--- config.mk ---
export PLATFORM = sky130hd
export DESIGN_NAME = prk_sqrt
export DESIGN_NICKNAME = d
export VERILOG_FILES = /design/src/design/prk_pkg.sv /design/src/design/prk_sqrt.sv
export SDC_FILE = /design/constraint.sdc
export NUM_CORES = 2
export LEC_CHECK = 0
export ABC_AREA = 1
export BUFFER_PORTS_ARGS = -buffer_cell sky130_fd_sc_hd__buf_2
export CAP_MARGIN = 30
export CORE_MARGIN = 2
export CORE_UTILIZATION = 23
export CTS_CLUSTER_SIZE = 30
export DETAILED_ROUTE_END_ITERATION = 10
export GPL_ROUTABILITY_DRIVEN = 0
export PLACE_DENSITY = 0.37
export SLEW_MARGIN = 30
export SYNTH_ARGS = -nofsm -noshare
export SYNTH_HDL_FRONTEND = slang
export SYNTH_SLANG_ARGS = --single-unit
--- constraint.sdc ---
create_clock -name clk -period 3.45 [get_ports clk]
set_clock_uncertainty 0.2 [all_clocks]
set_input_delay 0.69 -clock clk [delete_from_list [all_inputs] [get_ports clk]]
set_output_delay 0.69 -clock clk [all_outputs]
set_load 0.005 [all_outputs]
--- src/design/prk_pkg.sv ---
// Constants and types of the pair relative momentum block
package prk_pkg;

  localparam int FRAC_BITS = 16;
  localparam int GUARD     = 8;
  localparam int P_W       = 20;
  localparam int M_W       = 18;
  localparam int KSTAR_W   = 17;
  localparam int PMASS_W   = 21;

  localparam int SQ_P_W    = 2 * P_W - 1;        // square of one momentum component
  localparam int SQ_S_W    = 2 * P_W + 1;        // square of a summed component
  localparam int SQ_M_W    = 2 * M_W;
  localparam int E2_W      = SQ_P_W + 1;         // three component squares plus mass square
  localparam int PSUM_W    = SQ_S_W + 1;
  localparam int RAD_W     = 58;                 // radicand width of every square root
  localparam int ROOT_W    = RAD_W / 2;
  localparam int SQRT_LAT  = ROOT_W;
  localparam int QUO_W     = ROOT_W - 1;
  localparam int DIV_LAT   = QUO_W;
  localparam int DEN_W     = ROOT_W + 1;
  localparam int MP_W      = M_W + 1 + GUARD;
  localparam int MP2_W     = 2 * MP_W;
  localparam int MEV_W     = 14;
  localparam int KMUL_W    = QUO_W + MEV_W + 1;

  localparam logic [MEV_W-1:0]   MEV16_PER_GEV = MEV_W'(16000);
  localparam logic [KSTAR_W-1:0] KSTAR_MAX     = '1;
  localparam logic [PMASS_W-1:0] PMASS_MAX     = '1;

  localparam longint FIXED_MASS_RAW = (longint'(15) << FRAC_BITS) >> 3;
  localparam longint MASS_MAX       = (longint'(1) << M_W) - 1;
  localparam logic [M_W-1:0] FIXED_MASS_RESET =
    M_W'((FIXED_MASS_RAW > MASS_MAX) ? MASS_MAX : FIXED_MASS_RAW);

  localparam int CFG_IDX_W = 2;
  typedef enum logic [CFG_IDX_W-1:0] {
    REG_USE_FIXED  = 2'd0,
    REG_FIXED_MASS = 2'd1
  } cfg_reg_t;

  function automatic logic [SQ_P_W-1:0] sq_p(input logic signed [P_W-1:0] x);
    logic signed [2*P_W-1:0] w;
    w = (2*P_W)'(x);
    return SQ_P_W'(w * w);
  endfunction

  function automatic logic [SQ_S_W-1:0] sq_s(input logic signed [P_W:0] x);
    logic signed [2*P_W+1:0] w;
    w = (2*P_W+2)'(x);
    return SQ_S_W'(w * w);
  endfunction

endpackage

--- src/design/prk_sqrt.sv ---
// Pipelined integer square root, one root bit per stage
module prk_sqrt (
  input  logic                          clk,
  input  logic                          adv,
  input  logic [prk_pkg::RAD_W-1:0]     rad,
  output logic [prk_pkg::ROOT_W-1:0]    root
);

  localparam int RW = prk_pkg::RAD_W;
  localparam int QW = prk_pkg::ROOT_W;

  logic [RW-1:0] rem_r  [QW-1];
  logic [QW-1:0] root_r [QW];

  for (genvar k = 0; k < QW; k++) begin : g_stage
    localparam int BIT = QW - 1 - k;
    logic [RW-1:0] rem_in;
    logic [QW-1:0] root_in;
    logic [RW-1:0] trial;
    logic          take;

    if (k == 0) begin : g_first
      assign rem_in  = rad;
      assign root_in = '0;
    end else begin : g_next
      assign rem_in  = rem_r[k-1];
      assign root_in = root_r[k-1];
    end

    // test (2q + 2^BIT) * 2^BIT against what is left of the radicand
    assign trial = (RW'(root_in) << (BIT + 1)) | (RW'(1) << (2 * BIT));
    assign take  = (rem_in >= trial);

    always_ff @(posedge clk) begin
      if (adv) begin
        root_r[k] <= take ? (root_in | (QW'(1) << BIT)) : root_in;
      end
    end

    if (k < QW - 1) begin : g_rem
      always_ff @(posedge clk) begin
        if (adv) begin
          rem_r[k] <= take ? (rem_in - trial) : rem_in;
        end
      end
    end
  end

  assign root = root_r[QW-1];

endmodule

==> results.cfg <==
[run_status]
status = finished clean

[routing]
vias = 94300
wl_um = 432000
via_per_inst = 4.26
wl_met1_um = 190000
wire_per_inst_um = 19.5
drt-initial-drc-count = 7168
top_layer = met4
wl_met2_um = 212000
dr_wl_met3_um = 18100
drtPass1Iterations = 9
route.detailed.drc = 0
antenna_left = 0

[clock_tree]
clkSinkCount = 2059
cts_tree = done
htree_levels = 5
clockRootBuffer = clkbuf_16
clock_path_buffers = 4
clk_latency_ns = 0.98
cts_setup_buffers = 0
cts.clk_slew.worst_paths_ns = 0.06
cts_buffers = 263

[global_routing]
grt_max_degree = 116
grt_pass1_wl_um = 627000
overflow = 0
grt_pass1_vias = 93200
antenna_found_initial = 10
track_usage_pct = 16.1

[setup_path]
worstSetupPathType = reg -> reg
path_cells = ha_1 -> a21oi_1 -> nand2_1 -> a21oi_1 -> nand3_1 -> nor2_2 -> nand2_4 -> inv_6 -> buf_4 -> a21oi_2
reg2reg_to = rem_r[1][634]
crit_path_top_delay_cell = edfxtp_1
crit_path_start_kind = flip-flop
worstRegToRegCells = 10
required_ns = 3.89
crit_path_end_kind = flip-flop
r2r-start = rem_r[1][553]
cp_common_cell = a21oi_1
cpPeakStageDelay_ns = 0.49
rrSetupSlack_ns = 0.20
cp.arrival_ns = 3.69
worstPathMaxFanout = 34

[placement]
hpwlAfterDp_um = 356000
pre_cts_slack_ns = 0.240
portBuffers = 88

[timing]
finalSetupTns_ns = 0
period_minus_slack_ns = 3.25
rsz0062_at_grt = false
min_period_over_period_pct = 94.3
worst_pin_slew_ns = 0.872
worst_slack_ns = 0.198
clock.fmax_mhz = 307
slew_headroom_pct = 41.3
setup_viol = 0
hold_violations = 0
maxSlewViolCount = 0

[pwr]
p_comb_share_pct = 26.2
swShare_pct = 35.5
p_switching_uw = 30200
peakVddDrop_mv = 0.399
p_seq_share_pct = 41.0
clock_power_share_pct = 32.8
p_int_uw = 54700
leakage_uw = 0.0610
power_density_nw_per_um2 = 607

[synthesis]
syn-num-nets = 14900
synth_warnings = 0
synthDistinctLibCells = 59
ys_ff_latch = 2059
ys_seq_area_share_pct = 51.8
async_flop_share_pct = 0
syn_area_um2 = 119000
synth_edf_count = 2059
synth_ff_type = edfxtp_1
avgSynthCellArea_um2 = 8.29
synthCells = 14400

[floorplan]
core_area_um2 = 517000
pin_count = 89
fp.dieW_um = 724
row_count = 264
die_y_um = 724
fp.dieArea_um2 = 525000
start_util_pct = 23.1

[final_layout]
layout_commonest_cell = nand2_1
area_growth_pct = 17.1
drive_above_1_share_pct = 6.53
mostFrequentLayoutCells = 4,873 x nand2_1, 2,405 x inv_1, 2,059 x edfxtp_1
num-nets-final = 15500

[worst_hold_path]
min_path_type = reg -> reg
whs_endpoint = root_r[6][113]
hold_depth = 0
min_from = root_r[6][84]

[job]
cap_violations = 0
-- through the flow --
step | utilization, % | cells | total power (uW) | hold slack [ns] | cell area [um2]
2_1_floorplan | - | 14400 | 48000 | 0.217 | 119000
3_3_place_gp | 25.2 | 21600 | 57800 | 0.230 | 131000
3_5_place_dp | 25.3 | 21600 | 57600 | 0.232 | 131000
4_1_cts | 27.0 | 22100 | 86100 | 0.132 | 140000
5_1_grt | 27.0 | 22100 | 89900 | 0.158 | 140000
6_report | 27.0 | 22100 | 84900 | 0.211 | 140000
-- cell usage after synthesis, drive strengths merged (15+ instances only) --
library cell,n,area share (%)
a21oi,536,2.4
xnor2,144,1.1
nor2,1643,5.3
nand4,284,1.5
ha,460,4.8
inv,2429,7.6
nand2,4901,15
nand3,811,3.5
nand3b,102,0.65
nor4,102,0.54
edfxtp,2059,52
o21ai,289,1.3
buf,101,0.73
xor2,246,1.8
and2,28,0.15
nor3,155,0.66
a21o,15,0.094
or2,30,0.16
-- sequential cells by signal, indices dropped and copies added (netlist names) --
| name | cells |
|---|---|
| root_r | 435 |
| rem_r | 1624 |
-- worst max-delay path by stage --
stage	from	to	slack, ns	cells past startpoint
after detailed placement	rem_r[1][318]	rem_r[1][361]	0.24	11
after floorplan	rem_r[0][337]	rem_r[0][398]	1.11	10
after CTS	rem_r[1][318]	rem_r[1][361]	0.21	11
after global placement	rem_r[1][320]	rem_r[1][361]	0.20	9
final	rem_r[1][553]	rem_r[1][634]	0.20	10
after global routing	root_r[5][50]	rem_r[1][361]	0.008	12
-- power by group through the flow --
stage                     clock network, uW  logic, uW  registers [uW]
after floorplan                           0      14700           33300
after global placement                    0      22300           35500
after detailed placement                  0      22100           35500
after CTS                             28800      22300           35000
after global routing                  29700      25100           35100
final                                 27800      22200           34900
-- per-layer routing --
layer	vias up	GRT usage [%]
met2	1957	28.6
met5	-	0
met3	495	1.89
met1	44100	20.5
met4	0	4.10
li1	47800	-
-- logic make-up after synthesis --
| kind of cell | count (synthesis) | synth area share [%] |
|---|---|---|
| xor+xnor | 390 | 2.86 |
| buf+inv | 2535 | 8.39 |
| flops | 2059 | 51.8 |
| simple gates | 8073 | 28.1 |
| compound gates | 888 | 4.09 |
| fa+ha+maj | 460 | 4.82 |
-- what timing repair did --
item | in CTS | in global routing
resized for setup | 0 | 0
hold buffers | 60 | 0
endpoints found under the hold margin | 78 | 0
-- cell type report --
type / count / area, um2
clock inverter: 155 / 1820
fill: 56100 / 377000
sequential: 2059 / 61800
tap: 6916 / 8650
antenna: 5 / 12.5
clock buffer: 312 / 6830
multi-input combinational: 9811 / 47600
timing repair buffer: 444 / 3950
inverter: 2430 / 9140
-- worst max-delay path, delay by kind of cell, from the launching register on --
| kind | cells | cell delay (ns) |
|---|---|---|
| compound gates | 3 | 0.63 |
| simple gates | 4 | 0.62 |
| buf+inv | 2 | 0.62 |
| flops | 1 | 0.49 |
| fa+ha+maj | 1 | 0.42 |
No activity file was read; power rests on OpenSTA's default activity.
