[src/design/prk_pkg.sv]
// Constants and types of the pair relative momentum block
package prk_pkg;

  localparam int FRAC_BITS = 16;
  localparam int GUARD     = 8;
  localparam int P_W       = 20;
  localparam int M_W       = 18;
  localparam int KSTAR_W   = 17;
  localparam int PMASS_W   = 21;

  localparam int SQ_P_W    = 2 * P_W - 1;        // square of one momentum component
  localparam int SQ_S_W    = 2 * P_W + 1;        // square of a summed component
  localparam int SQ_M_W    = 2 * M_W;
  localparam int E2_W      = SQ_P_W + 1;         // three component squares plus mass square
  localparam int PSUM_W    = SQ_S_W + 1;
  localparam int RAD_W     = 58;                 // radicand width of every square root
  localparam int ROOT_W    = RAD_W / 2;
  localparam int SQRT_LAT  = ROOT_W;
  localparam int QUO_W     = ROOT_W - 1;
  localparam int DIV_LAT   = QUO_W;
  localparam int DEN_W     = ROOT_W + 1;
  localparam int MP_W      = M_W + 1 + GUARD;
  localparam int MP2_W     = 2 * MP_W;
  localparam int MEV_W     = 14;
  localparam int KMUL_W    = QUO_W + MEV_W + 1;

  localparam logic [MEV_W-1:0]   MEV16_PER_GEV = MEV_W'(16000);
  localparam logic [KSTAR_W-1:0] KSTAR_MAX     = '1;
  localparam logic [PMASS_W-1:0] PMASS_MAX     = '1;

  localparam longint FIXED_MASS_RAW = (longint'(15) << FRAC_BITS) >> 3;
  localparam longint MASS_MAX       = (longint'(1) << M_W) - 1;
  localparam logic [M_W-1:0] FIXED_MASS_RESET =
    M_W'((FIXED_MASS_RAW > MASS_MAX) ? MASS_MAX : FIXED_MASS_RAW);

  localparam int CFG_IDX_W = 2;
  typedef enum logic [CFG_IDX_W-1:0] {
    REG_USE_FIXED  = 2'd0,
    REG_FIXED_MASS = 2'd1
  } cfg_reg_t;

  function automatic logic [SQ_P_W-1:0] sq_p(input logic signed [P_W-1:0] x);
    logic signed [2*P_W-1:0] w;
    w = (2*P_W)'(x);
    return SQ_P_W'(w * w);
  endfunction

  function automatic logic [SQ_S_W-1:0] sq_s(input logic signed [P_W:0] x);
    logic signed [2*P_W+1:0] w;
    w = (2*P_W+2)'(x);
    return SQ_S_W'(w * w);
  endfunction

endpackage

[src/design/prk_div.sv]
// Pipelined restoring divider, one quotient bit per stage
module prk_div (
  input  logic                          clk,
  input  logic                          adv,
  input  logic [prk_pkg::RAD_W-1:0]     num,
  input  logic [prk_pkg::DEN_W-1:0]     den,
  output logic [prk_pkg::QUO_W-1:0]     quo
);

  localparam int RW = prk_pkg::RAD_W;
  localparam int QW = prk_pkg::QUO_W;
  localparam int DW = prk_pkg::DEN_W;

  logic [RW-1:0] rem_r [QW-1];
  logic [DW-1:0] den_r [QW-1];
  logic [QW-1:0] quo_r [QW];

  for (genvar k = 0; k < QW; k++) begin : g_stage
    localparam int BIT = QW - 1 - k;
    logic [RW-1:0] rem_in;
    logic [DW-1:0] den_in;
    logic [QW-1:0] quo_in;
    logic [RW-1:0] trial;
    logic          take;

    if (k == 0) begin : g_first
      assign rem_in = num;
      assign den_in = den;
      assign quo_in = '0;
    end else begin : g_next
      assign rem_in = rem_r[k-1];
      assign den_in = den_r[k-1];
      assign quo_in = quo_r[k-1];
    end

    assign trial = RW'(den_in) << BIT;
    assign take  = (rem_in >= trial);

    always_ff @(posedge clk) begin
      if (adv) begin
        quo_r[k] <= take ? (quo_in | (QW'(1) << BIT)) : quo_in;
      end
    end

    if (k < QW - 1) begin : g_rem
      always_ff @(posedge clk) begin
        if (adv) begin
          rem_r[k] <= take ? (rem_in - trial) : rem_in;
          den_r[k] <= den_in;
        end
      end
    end
  end

  assign quo = quo_r[QW-1];

endmodule

[config.mk]
export PLATFORM = sky130hd
export DESIGN_NAME = prk_div
export DESIGN_NICKNAME = d
export VERILOG_FILES = /design/src/design/prk_pkg.sv /design/src/design/prk_div.sv
export SDC_FILE = /design/constraint.sdc
export NUM_CORES = 2
export LEC_CHECK = 0
export BUFFER_PORTS_ARGS = -buffer_cell sky130_fd_sc_hd__buf_2
export CAP_MARGIN = 10
export CELL_PAD_IN_SITES_DETAIL_PLACEMENT = 1
export CELL_PAD_IN_SITES_GLOBAL_PLACEMENT = 1
export CORE_ASPECT_RATIO = 0.7
export CORE_MARGIN = 4
export CORE_UTILIZATION = 30
export DETAILED_ROUTE_END_ITERATION = 10
export PLACE_DENSITY = 0.54
export RECOVER_POWER = 100
export SYNTH_ARGS = -nofsm -noshare
export SYNTH_HDL_FRONTEND = slang
export SYNTH_SLANG_ARGS = --single-unit
[constraint.sdc]
create_clock -name clk -period 5.74 [get_ports clk]
set_input_delay 0.861 -clock clk [delete_from_list [all_inputs] [get_ports clk]]
set_output_delay 0.861 -clock clk [all_outputs]
set_load 0.1 [all_outputs]
==> flow_summary.ini <==
[global_routing]
grt_pass1_vias = 97600
grt_pass1_wl_microns = 667000
grt.overflow.total = 0
antenna_found_initial = 33
grt_max_degree = 187
grt_usage = 0.173

[timing]
hold_viol_final = 0
rsz0062_at_grt = false
fin_crit_sh = 0.944
fin_ws_ps = 321
maxSlewHeadroom = -1.10
finalMaxSlewViolations = 1762
finalSetupViolCount = 0
max_freq_mhz = 185
min_period_ps = 5420
worst_pin_slew_ps = 3140
tns_ps = 0
fin_hold_ws_ps = 133
clock_skew_ps = 164

[clock_network]
cts-resized-gates = 0
numCtsBuffers = 313
clkSlewWorstSetupHoldPaths_ps = 60
cts-root-buf = clkbuf_16
cts_tree = yes
clk-insertion-delay-late_ps = 1030
clockBufferDepth = 4
cts.sinks = 2782
h-tree-depth = 5

[floorplanning]
ios = 118
die_area_sq_um = 501000
fp.dieW_microns = 845
core_area_sq_um = 487000
initial_core_util = 0.302
rows = 214
die_h_microns = 594

[logic_synthesis]
synth-warning-count = 0
synth_edf_count = 2782
async_flop_share = 0
seq_area_frac_synth = 0.568
syn_nets = 13700
synthDistinctLibCells = 100
synth_common_cells = edfxtp_1, inv_1, a21oi_1
yosys.area.top_type = edfxtp_1
yosysMostFrequentCell = edfxtp_1
syn_area_per_cell_sq_um = 11.5
synth-seq-cells = 2782
ys.flop_type = edfxtp_1
syn_area_sq_um = 147000
synth.area.top_cells = edfxtp_1, ha_1, xnor2_1, a21oi_1, inv_1
netlist_instances = 12700
synth_top_area_share = 0.568

[final_layout]
nets = 14100
final_util = 0.341
layout-drive-gt1-share = 0.0618
areaGrowthSynthToFinish_pct = 13.0
layout.cells.non_filler = 19800
fillCellCount = 53200

[worst_hold_path]
holdPathStages = 1
hp-class = in2reg

[pwr]
leakage_nw = 62.5
swShare = 0.379
internal-power_mw = 52.5
power_density_nw_per_um2 = 509
p_comb_frac = 0.389
peakVddDrop_mv = 0.272
switching_power_mw = 32.0
p_clk_frac = 0.236
sequentialPowerShare = 0.375

[route]
drc_errors = 0
final_antenna_net_count = 0
avgViaCountPerCell = 5.12
routedWlPerCell_microns = 22.6
vias = 102000
drt_iter0_markers = 10100
firstDrtPassIters = 5
wl_microns = 448000

[setup_path]
reg2reg_depth = 14
crit_family = buffers and inverters
cp_slowest_cell = clkbuf_2
path_depth = 14
crit_type = reg2reg
worstPathMaxFanout = 49
cp_cell_sequence = ha_1, inv_1, fa_1, a21o_1, a21oi_1, o21ai_0, a21oi_1, o31ai_1, clkbuf_1, a2111oi_0, clkbuf_1, nor2_4, clkbuf_2, mux2_2
worst_ep_arrival_time_ps = 6070
critical_path_required_ps = 6390
slowest_delay_ps = 960
worstSetupEndpointType = flop
cp-start-kind = flop
critPathBufInv = 4

[place]
gp_congestion = 0.877
place_ws_ps = 600
io_buffer_count = 117
hpwl_microns = 348000
dp.cells = 19200

[run_status]
violations = capacitance limit, slew limit
status = finished with violations

[job]
max_cap_viol_count = 26
==> metrics by stage <==
| stage | instance area, sq um | total power, mW |
|---|---|---|
| 6_report | 166000 | 84.4 |
| 5_1_grt | 166000 | 89.8 |
| 4_1_cts | 167000 | 84.8 |
| 3_5_place_dp | 157000 | 64.1 |
| 3_3_place_gp | 157000 | 63.9 |
| 2_1_floorplan | 147000 | 53.1 |
==> per-layer routing <==
metal | routed length (microns) | share of wire | up-vias | track usage
met5 | 27 | 0.000060 | - | 0
met4 | 6320 | 0.014 | 4 | 0.0258
met3 | 43100 | 0.096 | 391 | 0.0513
met2 | 140000 | 0.31 | 2630 | 0.186
met1 | 259000 | 0.58 | 50600 | 0.314
li1 | - | - | 47900 | -
==> registers in the layout (all words and copies together), names as in the netlist <==
signal,flops
rem_r,1566
quo_r,406
den_r,810
==> logic make-up after synthesis <==
| kind of cell | synth area share |
|---|---|
| simple gates | 0.111 |
| compound gates | 0.133 |
| flops | 0.568 |
| buf+inv | 0.0370 |
| xor+xnor | 0.0629 |
| fa+ha+maj | 0.0752 |
| mux | 0.0124 |
==> cell usage in the layout, fill, tap and decap left out, types with 39 or more instances in the layout <==
cell / count
nand2_1: 984
xnor2_1: 616
a21oi_1: 986
clkbuf_1: 244
clkbuf_16: 318
o211ai_1: 53
ha_1: 840
nor2_1: 750
or3_1: 93
a21o_1: 478
or4_1: 66
nor4_1: 175
xor2_1: 440
and2_1: 41
a31oi_1: 99
nand2b_1: 128
edfxtp_1: 2782
o21a_1: 111
or2_2: 39
nor2b_1: 115
inv_1: 1113
nand4_1: 178
o21ai_0: 795
nor3_1: 238
buf_4: 77
clkinv_1: 64
o31ai_1: 65
mux2_2: 131
a211oi_1: 81
nand3_1: 201
o21bai_1: 105
and3_1: 98
==> power groups by stage <==
stage               combinational (mW)  clock, mW  sequential, mW
global placement                  31.9          0            32.0
finish                            32.8       19.9            31.7
detailed placement                32.1          0            32.0
global route                      36.2       21.5            32.1
floorplan                         22.6          0            30.5
CTS                               32.4       20.7            31.6
==> repair_timing <==
action	4_1_cts	5_1_grt
hold buffers	36	0
setup endpoints to repair	0	0
endpoints found under the hold margin	36	0
setup buffers	0	0
==> area by class of cell <==
class / count / area [sq um] / share of cell area
diodes: 7 / 17.5 / 0.000106
clock buffers: 390 / 8230 / 0.0496
clock inverters: 158 / 1590 / 0.00955
inverters: 1114 / 4180 / 0.0252
multi-input cells: 8534 / 58100 / 0.350
flip-flops and latches: 2782 / 83500 / 0.503
well taps: 6480 / 8110 / 0.0488
repair buffers: 373 / 2300 / 0.0138
==> worst paths after layout <==
kind	start	end	slack, ps
worst min register to register	den_r[5][118]	den_r[6][28]	330
worst max-delay path	den_r[3][60]	rem_r[15][34]	320
worst max register to register	den_r[3][60]	rem_r[15][34]	320
worst min-delay path	num[20]	rem_r[0][20]	130
==> worst reg2reg max path: stages (launching register included) <==
cell and delay [ps]:
edfxtp_1 430, ha_1 240, inv_1 70, fa_1 210, a21o_1 160, a21oi_1 110, o21ai_0 460, a21oi_1 290
o31ai_1 290, clkbuf_1 660, a2111oi_0 240, clkbuf_1 210, nor2_4 250, clkbuf_2 960, mux2_2 460
(Power assumes the default switching activity.)
